### src/rtl/core/lztd_ram.sv
// ----------------------------------------------------------------------------
// lztd_ram
// Generic simple dual-port RAM: one write port, one read port, registered
// read data that holds while no read is enabled.
// ----------------------------------------------------------------------------
module lztd_ram #(
   parameter int WIDTH = 8,
   parameter int DEPTH = 256
) (
   input  logic                     clock,
   input  logic                     wr_en,
   input  logic [$clog2(DEPTH)-1:0] wr_addr,
   input  logic [WIDTH-1:0]         wr_data,
   input  logic                     rd_en,
   input  logic [$clog2(DEPTH)-1:0] rd_addr,
   output logic [WIDTH-1:0]         rd_data
);

   logic [WIDTH-1:0] mem_ff [DEPTH];
   logic [WIDTH-1:0] rd_data_ff;

   // storage and registered read
   always_ff @(posedge clock) begin
      if (wr_en) begin
         mem_ff[wr_addr] <= wr_data;
      end
      if (rd_en) begin
         rd_data_ff <= mem_ff[rd_addr];
      end
   end

   assign rd_data = rd_data_ff;

endmodule

### config.mk
export PLATFORM = sky130hd
export DESIGN_NAME = lztd_ram
export DESIGN_NICKNAME = d
export VERILOG_FILES = /design/src/rtl/core/lztd_ram.sv
export SDC_FILE = /design/constraint.sdc
export NUM_CORES = 2
export LEC_CHECK = 0
export CORE_MARGIN = 5
export CORE_UTILIZATION = 40
export DETAILED_ROUTE_END_ITERATION = 6
export DONT_BUFFER_PORTS = 1
export PLACE_DENSITY = 0.53
export SETUP_SLACK_MARGIN = 0.05
export SYNTH_ARGS = -nofsm -noshare
export SYNTH_HDL_FRONTEND = slang
export SYNTH_SLANG_ARGS = --single-unit
### constraint.sdc
create_clock -name clock -period 3.6 [get_ports clock]
set_input_delay 0.72 -clock clock [delete_from_list [all_inputs] [get_ports clock]]
set_output_delay 0.72 -clock clock [all_outputs]
set_load 0.02 [all_outputs]
==> metrics <==
status finished with violations; failing checks slew limit; WL met1 92,700 µm; initial antenna violation count 8; Max Clk Rate 0.289 GHz; CTS root buffer clkbuf_16; GR Util All Layers 19.5%; Critical Path Source Type input pin; top post-synthesis cells by area edfxtp_1, mux4_2, mux2i_1; grt ovf 0; fillers 16,600; synth unique cells 54; synthesized cell area 79,600 µm²; clock share of power 42.1%; Die Span X 456 µm; remaining antenna violation count after routing 0; end point of the critical path rd_data[4]; post-CTS setup buffer count 0; chip height 456 µm; Synth area leader edfxtp_1; syn_area_per_cell 21.3 µm²; post-layout minimum cycle time 3.46 ns; dpl cell area 84,200 µm²; final hold vios 0; Slowest-stage cell, CP nor4_1; TritonRoute pass-1 iters 5; wire per inst 30.3 µm; Initial DRC Count 4,793; RSZ-0062 raised after global routing no; number of I/O pins 35; PD cells 537 nW/µm²; Max stage delay on crit path 0.59 ns; Int Pwr 38.7 mW; VDD IR max 0.411 mV; critical setup path kind input pin to flop; share of layout cells above drive strength 1 26.0%; sequential area share after synthesis 77.5%; worst reg2reg path endpoint rd_data[0]; Max Cap Viol 0; Starting Density 40.3%; number of global-route vias before repair 39,400; area grow syn2layout 14.2%; GPL Wtd Cong 0.789; fin cells 6,884; Final setup viols 0; leakage dissipation 28.3 nW; clock buffer depth 3; routed wl met3 13,000 µm; largest net degree at the start of global routing 579; Num Clock Sinks 2,056; crit share post-route 96.2%; CTS tree yes; most used cell along the critical path buf_16; DRC errors left 0; Inst Count DP 6,478; Critical Path End Type flop; fin nets 4,095; worst slew pin tran 1.81 ns; area of the die 208,000 µm²; drt total wl 208,000 µm; Rows 163; Final Util 46.0%; pre-CTS setup slack -0.526 ns; Clk Latency, worst-skew pair 0.84 ns; combinational fraction of design power 3.7%; clock transition at the registers of the reported paths 0.06 ns; max layer used met4; Finished Cell Area 90,900 µm²; first-pass GRT wire length 295,000 µm; Cell Chain, Critical Path buf_16 > buf_16 > buf_16 > mux4_2 > o211ai_1 > nand3_1 > nor4_1 > buf_4 > nor4_1; R2R setup slack 0.81 ns; Async SR Flop Fraction 0%; worst endpoint required time 4.16 ns; CORE AREA 198,000 µm²; arrival time at the worst endpoint 4.03 ns; crit path max fanout 67; Synth top area share 77.5%; drt via density 5.66; hpwl dp 115,000 µm; worst reg2reg startpoint mem_ff[67][0]; Mapped Cells 3,733; met2 wire length 98,300 µm; Final TNS setup 0 ns; hold slack final 0.0802 ns; Yosys warnings 0; sequential share of power 54.2%; number of synthesized flops with an enable pin 2,056; H-tree levels 4; FF+latch count, synth 2,056; switching part of the total power 20.7%; syn_nets 3,760; max-slew headroom at the worst pin -20.7%; Total Power 48.8 mW; Worst Skew 0.0427 ns; CTS buffer count 211; worst r2r path cells 5; Port Buffer Count 0; Slew Viols, Final 140; Synth Flop Type edfxtp_1; final worst slack 0.138 ns; Hold WC Path Type input pin to flop; Sw Pwr 10.1 mW; worst setup path start rd_addr[0]; DR vias 39,000
-- placed cells by master (no fill, tap or decap), types with 13 or more instances in the layout --
cell type | synthesis | layout
edfxtp_1 | 2056 | 2056
mux4_2 | 454 | 454
buf_4 | 27 | 333
nor2_1 | 282 | 279
clkbuf_16 | 0 | 215
mux2i_1 | 134 | 134
a22oi_1 | 133 | 133
a21oi_1 | 96 | 96
clkbuf_1 | 111 | 68
clkinv_1 | 1 | 48
o221ai_1 | 46 | 46
clkinv_2 | 0 | 36
nand2_1 | 33 | 33
o22ai_1 | 28 | 28
nor2b_1 | 31 | 28
nand3_1 | 34 | 26
nor4_1 | 24 | 24
nor3_1 | 22 | 22
a211oi_1 | 16 | 16
a221oi_1 | 13 | 13
-- cell families after synthesis --
kind of cell           count (synthesis)  share of synthesized area [%]
AOI/OAI and AO/OA                    385                           3.42
DFF                                 2056                           77.5
and+or+nand+nor                      466                           2.63
muxes                                591                           14.6
buffers and inverters                235                           1.83
-- worst min-delay path by stage --
stage,from,end,cells past startpoint
6_report,wr_data[1],mem_ff[193][1],0
5_1_grt,wr_data[1],mem_ff[193][1],0
4_1_cts,wr_data[2],mem_ff[194][2],0
3_5_place_dp,rd_en,rd_data[0],0
3_3_place_gp,rd_en,rd_data[0],0
2_1_floorplan,wr_data[0],mem_ff[0][0],0
-- final cells by class --
type	instances	area (µm²)	area share (%)
Multi-Input combinational cell	1442	16500	18.2
Clock inverter	109	875	0.962
Timing Repair Buffer	355	2930	3.22
Antenna cell	1	2.50	0.00275
Clock buffer	279	5540	6.09
Tap cell	2640	3300	3.63
Sequential cell	2056	61700	67.9
Inverter	2	7.51	0.00826
-- state kept, by name, indices dropped and copies added (netlist names) --
| signal | flops |
|---|---|
| mem_ff | 2048 |
| rd_data | 8 |
-- what timing repair did --
| action | in CTS | in global routing |
|---|---|---|
| hold endpoints to repair | 74 | 3 |
| endpoints found under the setup margin | 0 | 8 |
| hold buffers | 6 | 2 |
| resized for setup | 0 | 1 |
-- synthesized netlist by cell type, drive strengths merged (2+ instances only) --
cell,instances
a2111oi,5
a211oi,16
a21oi,96
a221oi,14
a22o,8
a22oi,133
a311oi,2
a31oi,2
and2,6
and3b,2
buf,122
clkbuf,111
edfxtp,2056
mux2i,134
mux4,456
nand2,33
nand2b,8
nand3,34
nand3b,2
nand4,10
nor2,282
nor2b,31
nor3,22
nor4,27
o211ai,10
o21ai,12
o221ai,47
o22a,5
o22ai,28
o32ai,5
or2,4
-- critical path, delay by kind of cell --
kind | cells | cell delay, ns
buffers and inverters | 4 | 1.37
AND/OR/NAND/NOR | 3 | 0.82
multiplexers | 1 | 0.56
AO/OA/AOI/OAI | 1 | 0.33
-- power groups by stage --
stage,Sequential (mW),Combinational (mW),Clock (mW)
after floorplan,26.9,1.28,0
after global placement,27.0,1.53,0
after detailed placement,27.0,1.53,0
after CTS,26.5,1.56,21.0
after global routing,26.4,1.89,22.0
final,26.5,1.80,20.5
-- routing by layer --
layer	GRT usage, %	vias up
met5	0	-
met4	4.41	0
met3	3.18	248
met2	30.3	1335
met1	29.1	21000
li1	-	16400
(Power assumes the default switching activity.)
